## config.mk

```make
export PLATFORM = sky130hd
export DESIGN_NAME = double_stack_shared_array
export DESIGN_NICKNAME = d
export VERILOG_FILES = /design/src/sv/dssa_pkg.sv /design/src/sv/double_stack_shared_array.sv /design/src/sv/dssa_ctrl.sv /design/src/sv/dssa_dp.sv
export VERILOG_INCLUDE_DIRS = /design/src /design/src/sv
export SDC_FILE = /design/constraint.sdc
export NUM_CORES = 2
export LEC_CHECK = 0
export BUFFER_PORTS_ARGS = -buffer_cell sky130_fd_sc_hd__buf_2
export CAP_MARGIN = 20
export CORE_MARGIN = 2
export CORE_UTILIZATION = 45
export CTS_CLUSTER_SIZE = 40
export DETAILED_ROUTE_END_ITERATION = 10
export PLACE_DENSITY = 0.61
export RECOVER_POWER = 50
export SKIP_LAST_GASP = 1
export SYNTH_ARGS = -nofsm -noshare
export SYNTH_HDL_FRONTEND = slang
export SYNTH_SLANG_ARGS = --single-unit
```

## constraint.sdc

```tcl
create_clock -name i_clk -period 4.2 [get_ports i_clk]
set_input_delay 0.21 -clock i_clk [delete_from_list [all_inputs] [get_ports i_clk]]
set_output_delay 0.21 -clock i_clk [all_outputs]
set_load 0.01 [all_outputs]
```

## src/sv/double_stack_shared_array_defines.svh

```systemverilog
//------------------------------------------------------------------------------
// Double stack shared array: assertion macros
// Concurrent check helpers used by the top level, the one file that carries assertions.
//------------------------------------------------------------------------------
`ifndef DOUBLE_STACK_SHARED_ARRAY_DEFINES_SVH
`define DOUBLE_STACK_SHARED_ARRAY_DEFINES_SVH

`ifndef NO_ASSERTIONS

// Same-cycle implication, disabled in reset
`define DSSA_ASSERT_IMPL(lbl, clk, rst_n, ante, cons, msg) \
    lbl: assert property (@(posedge clk) disable iff (!rst_n) (ante) |-> (cons)) \
        else $error(msg);

// Next-cycle implication, disabled in reset
`define DSSA_ASSERT_NEXT(lbl, clk, rst_n, ante, cons, msg) \
    lbl: assert property (@(posedge clk) disable iff (!rst_n) (ante) |=> (cons)) \
        else $error(msg);

`else

`define DSSA_ASSERT_IMPL(lbl, clk, rst_n, ante, cons, msg)
`define DSSA_ASSERT_NEXT(lbl, clk, rst_n, ante, cons, msg)

`endif

`endif

```

## src/sv/dssa_pkg.sv

```systemverilog
//------------------------------------------------------------------------------
// Double stack shared array: package
// Sizes, codes, word types and controller/datapath buses.
//------------------------------------------------------------------------------
package dssa_pkg;

    // Store geometry
    localparam int DEPTH   = 64;
    localparam int ADDR_W  = $clog2(DEPTH);
    localparam int CNT_W   = $clog2(DEPTH + 1);

    // Fixed field widths
    localparam int SIZE_W  = 7;
    localparam int CMD_W   = 3;
    localparam int POS_W   = 6;
    localparam int DATA_W  = 32;
    localparam int PADDR_W = 3;
    localparam int PDATA_W = 32;

    localparam logic [SIZE_W-1:0] SIZE_RESET = SIZE_W'(64);

    // Register index, taken from paddr above the byte offset
    localparam logic REG_ARRAY_SIZE = 1'b0;

    // Command codes
    localparam logic [CMD_W-1:0] CMD_PUSH    = CMD_W'(0);
    localparam logic [CMD_W-1:0] CMD_POP     = CMD_W'(1);
    localparam logic [CMD_W-1:0] CMD_PEEK    = CMD_W'(2);
    localparam logic [CMD_W-1:0] CMD_MODIFY  = CMD_W'(3);
    localparam logic [CMD_W-1:0] CMD_DISPLAY = CMD_W'(4);

    typedef enum logic [1:0] {
        ST_OK       = 2'd0,
        ST_OVERFLOW = 2'd1,
        ST_EMPTY    = 2'd2,
        ST_BADPOS   = 2'd3
    } t_status;

    typedef struct packed {
        logic [CMD_W-1:0]         cmd;
        logic                     which_stack;
        logic [POS_W-1:0]         position;
        logic signed [DATA_W-1:0] value;
    } t_in_word;

    typedef struct packed {
        t_status                  status;
        logic signed [DATA_W-1:0] data;
        logic                     last;
    } t_out_word;

    typedef enum logic {
        S_IDLE,
        S_EMIT
    } t_state;

    typedef enum logic {
        WR_PUSH,
        WR_MOD
    } t_wr_kind;

    typedef enum logic [1:0] {
        CNT_HOLD,
        CNT_PUSH,
        CNT_POP
    } t_cnt_op;

    typedef enum logic [1:0] {
        RD_NONE,
        RD_TOP,
        RD_ALL,
        RD_NEXT
    } t_rd_op;

    // Commands from controller to datapath
    typedef struct packed {
        logic     wr_en;
        t_wr_kind wr_kind;
        t_cnt_op  cnt_op;
        t_rd_op   rd_op;
        logic     out_imm;
        t_status  imm_status;
        logic     out_mem;
    } t_ctl;

    // Status from datapath to controller
    typedef struct packed {
        logic full;
        logic sel_empty;
        logic pos_ok;
        logic walk_last;
        logic out_free;
    } t_stat;

    // Map a written size onto 1..DEPTH
    function automatic logic [CNT_W-1:0] clamp_size(input logic [SIZE_W-1:0] v);
        logic [CNT_W-1:0] res;
        if (v == '0) begin
            res = CNT_W'(1);
        end else if (v > SIZE_W'(DEPTH)) begin
            res = CNT_W'(DEPTH);
        end else begin
            res = CNT_W'(v);
        end
        return res;
    endfunction

endpackage

```

## src/sv/double_stack_shared_array.sv

```systemverilog
//------------------------------------------------------------------------------
// Double stack shared array: top level
// Two stacks in one word store, driven by a command stream, sized over APB.
//------------------------------------------------------------------------------
// Two stacks share a 64-word store: the lower stack grows up from entry 0, the
// upper stack grows down from entry array_size-1. Commands arrive one word at
// a time; push, modify and a failing command load their result directly, an
// unknown command gives none, pop and peek read the top entry first, and a
// display of N entries gives one result word per cycle while the output is
// not stalled, as every word read goes through the single registered read port
// of the store. A new command is taken only once the previous one has handed
// its last result to the output register. Writing array_size (address 0)
// empties both stacks; the store contents are kept. Results wait in an output
// register, so a stalled consumer only holds the block, nothing is lost.
`include "double_stack_shared_array_defines.svh"

module double_stack_shared_array (
    input  logic                           i_clk,
    input  logic                           i_rst_n,
    input  logic                           i_in_valid,
    output logic                           o_in_ready,
    input  dssa_pkg::t_in_word             i_in_word,
    output logic                           o_out_valid,
    input  logic                           i_out_ready,
    output dssa_pkg::t_out_word            o_out_word,
    input  logic                           psel,
    input  logic                           penable,
    input  logic                           pwrite,
    input  logic [dssa_pkg::PADDR_W-1:0]   paddr,
    input  logic [dssa_pkg::PDATA_W-1:0]   pwdata,
    output logic [dssa_pkg::PDATA_W-1:0]   prdata,
    output logic                           pready
);
    import dssa_pkg::*;

    t_ctl  w_ctl;
    t_stat w_stat;

    assign pready = 1'b1;

    // Command sequencing
    dssa_ctrl u_ctrl (
        .i_clk      (i_clk),
        .i_rst_n    (i_rst_n),
        .i_in_valid (i_in_valid),
        .i_cmd      (i_in_word.cmd),
        .i_stat     (w_stat),
        .o_in_ready (o_in_ready),
        .o_ctl      (w_ctl)
    );

    // Store and pointers
    dssa_dp u_dp (
        .i_clk       (i_clk),
        .i_rst_n     (i_rst_n),
        .i_in_word   (i_in_word),
        .i_ctl       (w_ctl),
        .o_stat      (w_stat),
        .i_out_ready (i_out_ready),
        .o_out_valid (o_out_valid),
        .o_out_word  (o_out_word),
        .psel        (psel),
        .penable     (penable),
        .pwrite      (pwrite),
        .paddr       (paddr),
        .pwdata      (pwdata),
        .prdata      (prdata)
    );

    // Checks
    `DSSA_ASSERT_IMPL(a_ready_needs_slot, i_clk, i_rst_n, o_in_ready, !o_out_valid || i_out_ready, "input ready while result register is blocked")
    `DSSA_ASSERT_IMPL(a_single_load, i_clk, i_rst_n, w_ctl.out_imm, !w_ctl.out_mem, "two result loads in one cycle")
    `DSSA_ASSERT_IMPL(a_no_rw_clash, i_clk, i_rst_n, w_ctl.wr_en, w_ctl.rd_op == RD_NONE, "store write and read in one cycle")
    `DSSA_ASSERT_NEXT(a_busy_after_read, i_clk, i_rst_n, w_ctl.rd_op == RD_TOP || w_ctl.rd_op == RD_ALL, !o_in_ready, "new word taken while a read is in flight")

endmodule

```

## src/sv/dssa_ctrl.sv

```systemverilog
//------------------------------------------------------------------------------
// Double stack shared array: controller
// Decodes each accepted command and sequences store reads and result words.
//------------------------------------------------------------------------------
module dssa_ctrl (
    input  logic                         i_clk,
    input  logic                         i_rst_n,
    input  logic                         i_in_valid,
    input  logic [dssa_pkg::CMD_W-1:0]   i_cmd,
    input  dssa_pkg::t_stat              i_stat,
    output logic                         o_in_ready,
    output dssa_pkg::t_ctl               o_ctl
);
    import dssa_pkg::*;

    t_state r_state;
    t_state n_state;
    logic   w_accept;

    assign w_accept = (r_state == S_IDLE) && i_in_valid && i_stat.out_free;

    // State register
    always_ff @(posedge i_clk) begin
        if (!i_rst_n) begin
            r_state <= S_IDLE;
        end else begin
            r_state <= n_state;
        end
    end

    // Next state
    always_comb begin
        n_state = r_state;
        unique case (r_state)
            S_IDLE: begin
                if (w_accept && !i_stat.sel_empty &&
                    (i_cmd == CMD_POP || i_cmd == CMD_PEEK || i_cmd == CMD_DISPLAY)) begin
                    n_state = S_EMIT;
                end
            end
            S_EMIT: begin
                if (i_stat.out_free && i_stat.walk_last) begin
                    n_state = S_IDLE;
                end
            end
            default: n_state = S_IDLE;
        endcase
    end

    // Outputs
    always_comb begin
        o_in_ready       = 1'b0;
        o_ctl.wr_en      = 1'b0;
        o_ctl.wr_kind    = WR_PUSH;
        o_ctl.cnt_op     = CNT_HOLD;
        o_ctl.rd_op      = RD_NONE;
        o_ctl.out_imm    = 1'b0;
        o_ctl.imm_status = ST_OK;
        o_ctl.out_mem    = 1'b0;
        unique case (r_state)
            S_IDLE: begin
                o_in_ready = i_stat.out_free;
                if (w_accept) begin
                    case (i_cmd) inside
                        CMD_PUSH: begin
                            o_ctl.out_imm = 1'b1;
                            if (i_stat.full) begin
                                o_ctl.imm_status = ST_OVERFLOW;
                            end else begin
                                o_ctl.wr_en  = 1'b1;
                                o_ctl.cnt_op = CNT_PUSH;
                            end
                        end
                        CMD_POP, CMD_PEEK: begin
                            if (i_stat.sel_empty) begin
                                o_ctl.out_imm    = 1'b1;
                                o_ctl.imm_status = ST_EMPTY;
                            end else begin
                                o_ctl.rd_op = RD_TOP;
                                if (i_cmd == CMD_POP) begin
                                    o_ctl.cnt_op = CNT_POP;
                                end
                            end
                        end
                        CMD_MODIFY: begin
                            o_ctl.out_imm = 1'b1;
                            if (i_stat.pos_ok) begin
                                o_ctl.wr_en   = 1'b1;
                                o_ctl.wr_kind = WR_MOD;
                            end else begin
                                o_ctl.imm_status = ST_BADPOS;
                            end
                        end
                        CMD_DISPLAY: begin
                            if (i_stat.sel_empty) begin
                                o_ctl.out_imm    = 1'b1;
                                o_ctl.imm_status = ST_EMPTY;
                            end else begin
                                o_ctl.rd_op = RD_ALL;
                            end
                        end
                        default: ;
                    endcase
                end
            end
            S_EMIT: begin
                // When the output is free, send the word in the read register and fetch the next one
                if (i_stat.out_free) begin
                    o_ctl.out_mem = 1'b1;
                    if (!i_stat.walk_last) begin
                        o_ctl.rd_op = RD_NEXT;
                    end
                end
            end
            default: ;
        endcase
    end

endmodule

```

## src/sv/dssa_dp.sv

```systemverilog
//------------------------------------------------------------------------------
// Double stack shared array: datapath
// Word store, stack pointers, size register, walk pointer and result register.
//------------------------------------------------------------------------------
module dssa_dp (
    input  logic                           i_clk,
    input  logic                           i_rst_n,
    input  dssa_pkg::t_in_word             i_in_word,
    input  dssa_pkg::t_ctl                 i_ctl,
    output dssa_pkg::t_stat                o_stat,
    input  logic                           i_out_ready,
    output logic                           o_out_valid,
    output dssa_pkg::t_out_word            o_out_word,
    input  logic                           psel,
    input  logic                           penable,
    input  logic                           pwrite,
    input  logic [dssa_pkg::PADDR_W-1:0]   paddr,
    input  logic [dssa_pkg::PDATA_W-1:0]   pwdata,
    output logic [dssa_pkg::PDATA_W-1:0]   prdata
);
    import dssa_pkg::*;

    logic [DATA_W-1:0] r_mem [DEPTH];
    logic [DATA_W-1:0] r_rd_data;

    logic [CNT_W-1:0]  r_size, n_size;
    logic [CNT_W-1:0]  r_low, n_low;
    logic [CNT_W-1:0]  r_upb, n_upb;

    logic [ADDR_W-1:0] r_ptr, n_ptr;
    logic [CNT_W-1:0]  r_left, n_left;
    logic              r_dir, n_dir;

    logic              r_out_valid;
    t_out_word         r_out;

    logic              w_upper;
    logic              w_cfg_wr;
    logic [CNT_W-1:0]  w_new_size;
    logic [SIZE_W-1:0] w_pos;
    logic              w_low_empty;
    logic              w_up_empty;
    logic [ADDR_W-1:0] w_low_top;
    logic [ADDR_W-1:0] w_up_top;
    logic [ADDR_W-1:0] w_start;
    logic [CNT_W-1:0]  w_start_cnt;
    logic [ADDR_W-1:0] w_wr_addr;
    logic [ADDR_W-1:0] w_rd_addr;
    logic              w_rd_en;
    logic              w_out_free;

    assign w_upper    = i_in_word.which_stack;
    assign w_cfg_wr   = psel && penable && pwrite && (paddr[PADDR_W-1:2] == REG_ARRAY_SIZE);
    assign w_new_size = clamp_size(pwdata[SIZE_W-1:0]);
    assign w_pos      = SIZE_W'(i_in_word.position);

    // Stack status
    assign w_low_empty = (r_low == '0);
    assign w_up_empty  = (r_upb >= r_size);
    assign w_out_free  = !r_out_valid || i_out_ready;

    always_comb begin
        o_stat.full      = (r_low >= r_upb);
        o_stat.sel_empty = w_upper ? w_up_empty : w_low_empty;
        o_stat.pos_ok    = w_upper ?
                           ((w_pos >= SIZE_W'(r_upb)) && (w_pos < SIZE_W'(r_size))) :
                           (w_pos < SIZE_W'(r_low));
        o_stat.walk_last = (r_left == CNT_W'(1));
        o_stat.out_free  = w_out_free;
    end

    // Store addresses
    assign w_low_top   = ADDR_W'(r_low - CNT_W'(1));
    assign w_up_top    = ADDR_W'(r_upb);
    assign w_start     = w_upper ? w_up_top : w_low_top;
    assign w_start_cnt = (i_ctl.rd_op == RD_TOP) ? CNT_W'(1) :
                         (w_upper ? CNT_W'(r_size - r_upb) : r_low);

    always_comb begin
        if (i_ctl.wr_kind == WR_MOD) begin
            w_wr_addr = ADDR_W'(i_in_word.position);
        end else if (w_upper) begin
            w_wr_addr = ADDR_W'(r_upb - CNT_W'(1));
        end else begin
            w_wr_addr = ADDR_W'(r_low);
        end
    end

    assign w_rd_en   = (i_ctl.rd_op != RD_NONE);
    assign w_rd_addr = (i_ctl.rd_op == RD_NEXT) ? r_ptr : w_start;

    // Size and stack pointers
    always_comb begin
        n_size = r_size;
        n_low  = r_low;
        n_upb  = r_upb;
        if (w_cfg_wr) begin
            n_size = w_new_size;
            n_low  = '0;
            n_upb  = w_new_size;
        end else begin
            case (i_ctl.cnt_op)
                CNT_PUSH: begin
                    if (w_upper) begin
                        n_upb = r_upb - CNT_W'(1);
                    end else begin
                        n_low = r_low + CNT_W'(1);
                    end
                end
                CNT_POP: begin
                    if (w_upper) begin
                        n_upb = r_upb + CNT_W'(1);
                    end else begin
                        n_low = r_low - CNT_W'(1);
                    end
                end
                default: ;
            endcase
        end
    end

    // Walk pointer: upper stack lists upward, lower stack downward
    always_comb begin
        n_ptr  = r_ptr;
        n_left = r_left;
        n_dir  = r_dir;
        case (i_ctl.rd_op)
            RD_TOP, RD_ALL: begin
                n_dir  = w_upper;
                n_ptr  = w_upper ? (w_start + ADDR_W'(1)) : (w_start - ADDR_W'(1));
                n_left = w_start_cnt;
            end
            RD_NEXT: begin
                n_ptr  = r_dir ? (r_ptr + ADDR_W'(1)) : (r_ptr - ADDR_W'(1));
                n_left = r_left - CNT_W'(1);
            end
            default: ;
        endcase
    end

    always_ff @(posedge i_clk) begin
        if (!i_rst_n) begin
            r_size <= clamp_size(SIZE_RESET);
            r_low  <= '0;
            r_upb  <= clamp_size(SIZE_RESET);
            r_ptr  <= '0;
            r_left <= '0;
            r_dir  <= 1'b0;
        end else begin
            r_size <= n_size;
            r_low  <= n_low;
            r_upb  <= n_upb;
            r_ptr  <= n_ptr;
            r_left <= n_left;
            r_dir  <= n_dir;
        end
    end

    // Word store: one write port, one registered read port
    always_ff @(posedge i_clk) begin
        if (i_ctl.wr_en) begin
            r_mem[w_wr_addr] <= i_in_word.value;
        end
    end

    always_ff @(posedge i_clk) begin
        if (w_rd_en) begin
            r_rd_data <= r_mem[w_rd_addr];
        end
    end

    // Result register
    always_ff @(posedge i_clk) begin
        if (!i_rst_n) begin
            r_out_valid <= 1'b0;
        end else if (i_ctl.out_imm || i_ctl.out_mem) begin
            r_out_valid <= 1'b1;
        end else if (i_out_ready) begin
            r_out_valid <= 1'b0;
        end
    end

    always_ff @(posedge i_clk) begin
        if (i_ctl.out_imm) begin
            r_out.status <= i_ctl.imm_status;
            r_out.data   <= '0;
            r_out.last   <= 1'b1;
        end else if (i_ctl.out_mem) begin
            r_out.status <= ST_OK;
            r_out.data   <= r_rd_data;
            r_out.last   <= o_stat.walk_last;
        end
    end

    assign o_out_valid = r_out_valid;
    assign o_out_word  = r_out;

    // Register readback
    assign prdata = (paddr[PADDR_W-1:2] == REG_ARRAY_SIZE) ? PDATA_W'(r_size) : '0;

endmodule
```

### After elaboration in Yosys (flattened, before gate mapping)

Memories as Yosys holds them, arrays and structs flattened. A register that Yosys moved wholly into a read port is not among the register bits.
Cells that the tools add are included.

* register bits: 72
* bits in writable memories: 2048
* output and inout bits: 70
* word-level logic and storage cells: 139
* memories: 1

* add/sub/neg operators: 10
* magnitude comparators: 6
* equal/unequal tests: 14
* mux-type cells: 65
* bitwise logic cells: 3
* reduce and logical (&&, ||, !) cells: 29

Memory list
* u_dp.r_mem: words 64, bits a word 32, read ports 1, clocked after memory_dff 1, write ports 1, line dssa_dp.sv:23 `logic [DATA_W-1:0] r_mem [DEPTH];`

Operator list (count)
* $mux 35: 2
* $mux 7: 10
* $pmux 7 s2: 3
* $mux 6: 6
* $mux 2: 12
* $sub 7x1->7 const B: 3
* $mux 1: 20
* $mux 3: 6
* $add 7x1->7 const B: 2
* $ge 7x7->1: 2
* $logic_not 7->1: 2
* $lt 6x7->1: 2
* $add 6x1->6 const B: 2
* $pmux 6 s2: 1
* $sub 6x1->6 const B: 2
* $reduce_bool 2->1: 5
* $logic_and 1x1->1: 9
* $mux 9: 1
* $mux 4: 2
* $eq 7x1->1 const B: 1
* $ge 6x7->1: 1
* $gt 7x7->1 const B: 1
* $sub 7x7->7: 1
* $eq 2x2->1 const B: 3
* other kinds (15): 28

### Longest topological paths before layout

* depth after elaboration: 12
* gate-level depth with buffers: 24
* depth with buffers taken out: 19

### Hierarchy

From an unflattened synthesis, not the netlist that was laid out.

* cells, all modules: 4057
* area, all modules: 83624.0 um2

By module, submodules not included
* dssa_dp: times used 1, cells each 4014, area an instance 83334.9 um2
* dssa_ctrl: times used 1, cells each 41, area an instance 277.8 um2
* double_stack_shared_array: times used 1, cells each 2, area an instance 11.3 um2

### Worst setup path after synthesis

Ideal clock, no wire load.

* path type: register to register
* from: reg u_dp.r_upb[2]
* to: reg u_dp.r_rd_data[0] (read register of u_dp.r_mem) (data pin)
* setup time: 0.256 ns
* data arrival time: 4.101 ns
* required time: 3.944 ns
* setup slack: -0.157 ns
* stages on the path, launching flop included: 20
* path buffers: 4
* period minus slack after synthesis: 4.357 ns
* cell sequence: dfxtp_1 > clkbuf_1 > inv_1 > ha_1 > o21ai_0 > a21oi_1 > nor3b_1 > a21oi_1 > nand2_1 > o21a_1 > inv_1 > ha_1 > o31ai_1 > buf_4 > buf_6 > buf_2 > mux4_2 > a221oi_1 > nand2_1 > and4_1

* word-level cells in the longest chain between the ends: 11
* elaborated cells on any way between the ends: 14
* those cells by class: order compare (1); eq/ne (1); mux (11); reduce/logical (1)

RTL lines
* start: declaration: line dssa_dp.sv:28 `logic [CNT_W-1:0] r_upb, n_upb;`
* start signal: assignment: line dssa_dp.sv:145 `r_upb <= clamp_size(SIZE_RESET);`
* start signal: assignment: line dssa_dp.sv:152 `r_upb <= n_upb;`
* $ge 7x7->1: line dssa_dp.sv:59 `assign w_up_empty = (r_upb >= r_size);`
* $mux 1: line dssa_dp.sv:64 `o_stat.sel_empty = w_upper ? w_up_empty : w_low_empty;`
* $mux 2: line dssa_ctrl.sv:95 `if (i_stat.sel_empty) begin`
* $mux 2 (4 in series): line dssa_ctrl.sv:64 `case (i_cmd) inside`
* $mux 9: line dssa_ctrl.sv:63 `if (w_accept) begin`
* $pmux 2 s2: line dssa_ctrl.sv:60 `unique case (r_state)`
* $eq 2x2->1: line dssa_dp.sv:90 `assign w_rd_addr = (i_ctl.rd_op == RD_NEXT) ? r_ptr : w_start;`
* $mux 6: line dssa_dp.sv:90
* end: declaration: line dssa_dp.sv:24 `logic [DATA_W-1:0] r_rd_data;`

Parallel ways exist; a longest one is shown, timed or not.
A chain may end at the register's enable or synchronous reset.

### Final worst setup path

* from: reg u_dp.r_size[1]
* to: reg u_dp.r_rd_data[8] (read register of u_dp.r_mem) (data pin)

* word-level cells in the longest chain between the ends: 11
* elaborated cells on any way between the ends: 13
* those cells by class: order compare (1); eq/ne (1); mux (10); reduce/logical (1)

RTL lines
* start: declaration: line dssa_dp.sv:26 `logic [CNT_W-1:0] r_size, n_size;`
* start signal: assignment: line dssa_dp.sv:143 `r_size <= clamp_size(SIZE_RESET);`
* start signal: assignment: line dssa_dp.sv:150 `r_size <= n_size;`
* $ge 7x7->1 *: line dssa_dp.sv:59
* $mux 1 *: line dssa_dp.sv:64
* $mux 2: line dssa_ctrl.sv:95
* $mux 2 (2 in series): line dssa_ctrl.sv:64
* $mux 2 * (2 in series): line dssa_ctrl.sv:64
* $mux 9 *: line dssa_ctrl.sv:63
* $pmux 2 s2 *: line dssa_ctrl.sv:60
* $eq 2x2->1: line dssa_dp.sv:90
* $mux 6: line dssa_dp.sv:90

Every way passes the cells marked *; elsewhere a longest branch is shown, timed or not.

==> results.sh <==
export IMPL_cp_arrival_ps=4870
export IMPL_synth_top_family_by_area="simple AND/OR/NAND/NOR gates"
export IMPL_relSlewSlack_pct=-117
export IMPL_wirelength_um=261000
export IMPL_critPathSlowestCell="mux4_2"
export IMPL_grt_total_usage_pct=25.5
export IMPL_layout_common_cells="edfxtp_1, nand2_1, buf_4"
export IMPL_path_class="register to register"
export IMPL_grt_max_degree=65
export IMPL_ys_types=73
export IMPL_rows=160
export IMPL_fp_dieH_um=442
export IMPL_die_w_um=442
export IMPL_cts_root_buf="clkbuf_16"
export IMPL_grt_pass1_wl_um=368000
export IMPL_synth_largest_area_cell="edfxtp_1"
export IMPL_worstPathRequired_ps=4800
export IMPL_layout_commonest_cell="edfxtp_1"
export IMPL_maxCapViolCount=32
export IMPL_powerDensity_nw_per_um2=457
export IMPL_clkSinkCount=2152
export IMPL_end_kind="register"
export IMPL_drt_initial_drc_count=6626
export IMPL_viasPerCell=5.98
export IMPL_cts_buffers=206
export IMPL_worst_slack_ps=-67.0
export IMPL_dp_final_hpwl_um=150000
export IMPL_core_area_um2=191000
export IMPL_yosysTopAreaCellShare_pct=72.3
export IMPL_max_freq_mhz=234
export IMPL_slowest_delay_ps=490
export IMPL_ctsHtreeMaxLevel=4
export IMPL_tightest_slew_ps=3260
export IMPL_synth_area_um2=86500
export IMPL_io_pin_count=154
export IMPL_cts_tree="built"
export IMPL_synth_compound_gate_area_share_pct=7.95
export IMPL_ys_warn_count=0
export IMPL_grt_antenna_before_repair=10
export IMPL_clock_skew_ps=22.8
export IMPL_num_vias=57233
export IMPL_ys_ff_latch=2152
export IMPL_ant_nets=0
export IMPL_startpoint_type="register"
export IMPL_setup_tns_ps=-309
export IMPL_path_max_fanout=7
export IMPL_synth_xor_area_share_pct=0.324
export IMPL_vdd_ir_drop_max_mv=0.399
export IMPL_worstSkewPairLatency_ps=850
export IMPL_path_cells="ha_4 > nor2b_4 > o21ai_2 > a21oi_2 > nor3b_2 > a21oi_2 > nand2_2 > o21a_1 > inv_2 > ha_4 > buf_12 > o31ai_4 > buf_12 > buf_12 > buf_16 > buf_12 > buf_4 > mux4_2 > a221oi_2 > nand2_1 > and4_1"
export IMPL_fillerInstances=15105
export IMPL_leakagePower_nw=35.8
export IMPL_hold_path_class="primary input to register"
export IMPL_area_growth_pct=21.6
export IMPL_grt_pass1_vias=53999
export IMPL_synthSimpleGateAreaFrac_pct=11.7
export IMPL_drive_above_1_share_pct=19.1
export IMPL_grt_setup_unrepaired="true"
export IMPL_overflow=0
export IMPL_drcViolationCount=0
export IMPL_clockBufferDepth=3
export IMPL_muxShareOfSynthArea_pct=2.87
export IMPL_num_nets_final=7003
export IMPL_synth_cells=6237
export IMPL_portBuffers=100
export IMPL_first_pass_iters=6
export IMPL_yosys_area_share_adder_pct=0.712
export IMPL_drv_slew=1784
export IMPL_hold_ws_ps=83.4
export IMPL_start_util_pct=45.4
export IMPL_dpl_cell_count=9023
export IMPL_instances_no_fill=9565
export IMPL_min_period_over_period_pct=102
export IMPL_die_area_um2=196000
export IMPL_cp_common_cell="buf_12"
export IMPL_synth_enable_flop_cells=2082
export IMPL_synth_top_cells_by_area="edfxtp_1, nand2_1, nand3_1"
export IMPL_yosysSeqAreaShare_pct=73.9
export IMPL_period_minus_slack_ps=4270
export IMPL_routed_wire_length_per_instance_um=27.2
export IMPL_finalPower_mw=48.0
export IMPL_hold_violations=0
export IMPL_place_congestion=0.865
export IMPL_clk_pin_slew_ps=60
export IMPL_violations="capacitance limit, slew limit, setup timing"
export IMPL_ys_flop_type="edfxtp_1"
export IMPL_status="complete, but fails checks"
export IMPL_ys_async_sr_fraction_pct=0
export IMPL_report_final_setup_viol=9
export IMPL_syn_area_per_cell_um2=13.9
## power breakdown
group,switching [mW],total (mW),internal [mW]
clock,8.00,18.0,9.98
combinational,3.77,6.21,2.44
sequential,0.0919,23.8,23.7
## sequential cells by signal, indices dropped and copies added, names as in the netlist
name and count:
u_ctrl.r_state 1, u_dp.o_out_valid 1, u_dp.o_out_word 35, u_dp.r_dir 1, u_dp.r_left 7, u_dp.r_low 7, u_dp.r_mem 2048, u_dp.r_ptr 6
u_dp.r_rd_data 32, u_dp.r_size 7, u_dp.r_upb 7
## Yosys cell counts (24+ instances only)
cell and count:
buf_1 74, dfxtp_1 70, o22ai_1 33, o21ai_0 72, a21oi_1 355, a32oi_1 157, a211oi_1 31, mux2i_1 62
and3_1 132, a22oi_1 89, edfxtp_1 2082, nand2_1 1533, nand3_1 356, xnor2_1 24, nor2_1 168, clkbuf_1 143
a221oi_1 53, ha_1 46, inv_1 42, a31oi_1 114, buf_4 40, mux4_2 78, buf_2 170, nor3_1 25
## worst paths after layout
kind | from | to | slack [ps] | cells past startpoint
max | u_dp.r_size[1] | u_dp.r_rd_data[8] | -70 | 21
min reg2reg | u_dp.o_out_word[25] | u_dp.o_out_word[25] | 460 | 2
min | i_in_word[39] | u_dp.o_out_word[34] | 80 | 4
max reg2reg | u_dp.r_size[1] | u_dp.r_rd_data[8] | -70 | 21
## layout make-up
cell class                 instances  area [um2]  area share [%]
antenna                            7        17.5          0.0167
clock buffer                     277        5610            5.33
clock inverter                   107         861           0.819
inverter                          43         166           0.158
multi-input combinational       3633       22100            21.0
sequential                      2152       63900            60.8
tap                             2511        3140            2.99
timing repair buffer             835        9300            8.85
## metrics by stage
stage	utilization [%]	setup WS, ps	cell area (um2)
6_report	55.2	-67.0	105000
5_1_grt	55.2	-161	105000
4_1_cts	54.2	-92.6	103000
3_5_place_dp	50.0	-752	95300
3_3_place_gp	50.0	-1080	95200
2_1_floorplan	-	-21.9	86600
## per-layer routing
layer,track usage (%),vias to the layer above,wire [um]
met2,41.3,2813,123000
li1,-,24810,-
met1,34.8,29149,104000
met4,9.31,2,9740
met5,0,-,11
met3,4.19,459,23500
## cell families after synthesis
| family | Yosys count |
|---|---|
| fa+ha+maj | 48 |
| simple gates | 2353 |
| mux | 149 |
| flops | 2152 |
| other cells | 2 |
| buf+inv | 476 |
| compound gates | 1025 |
| xor+xnor | 32 |
## critical path, delay by kind of cell, from the launching register on
kind	cells	cell delay [ps]
AOI/OAI and AO/OA	6	1020
buffers and inverters	7	990
and+or+nand+nor	5	700
muxes	1	490
adders and majority gates	2	410
DFF	1	390
## timing repair
item	CTS	global route
setup buffers	31	40
cloned	14	22
setup endpoints to repair	32	59
pin swaps	34	78
hold buffers	24	14
endpoints found under the hold margin	97	582
resized for setup	113	210
(Power assumes the default switching activity.)
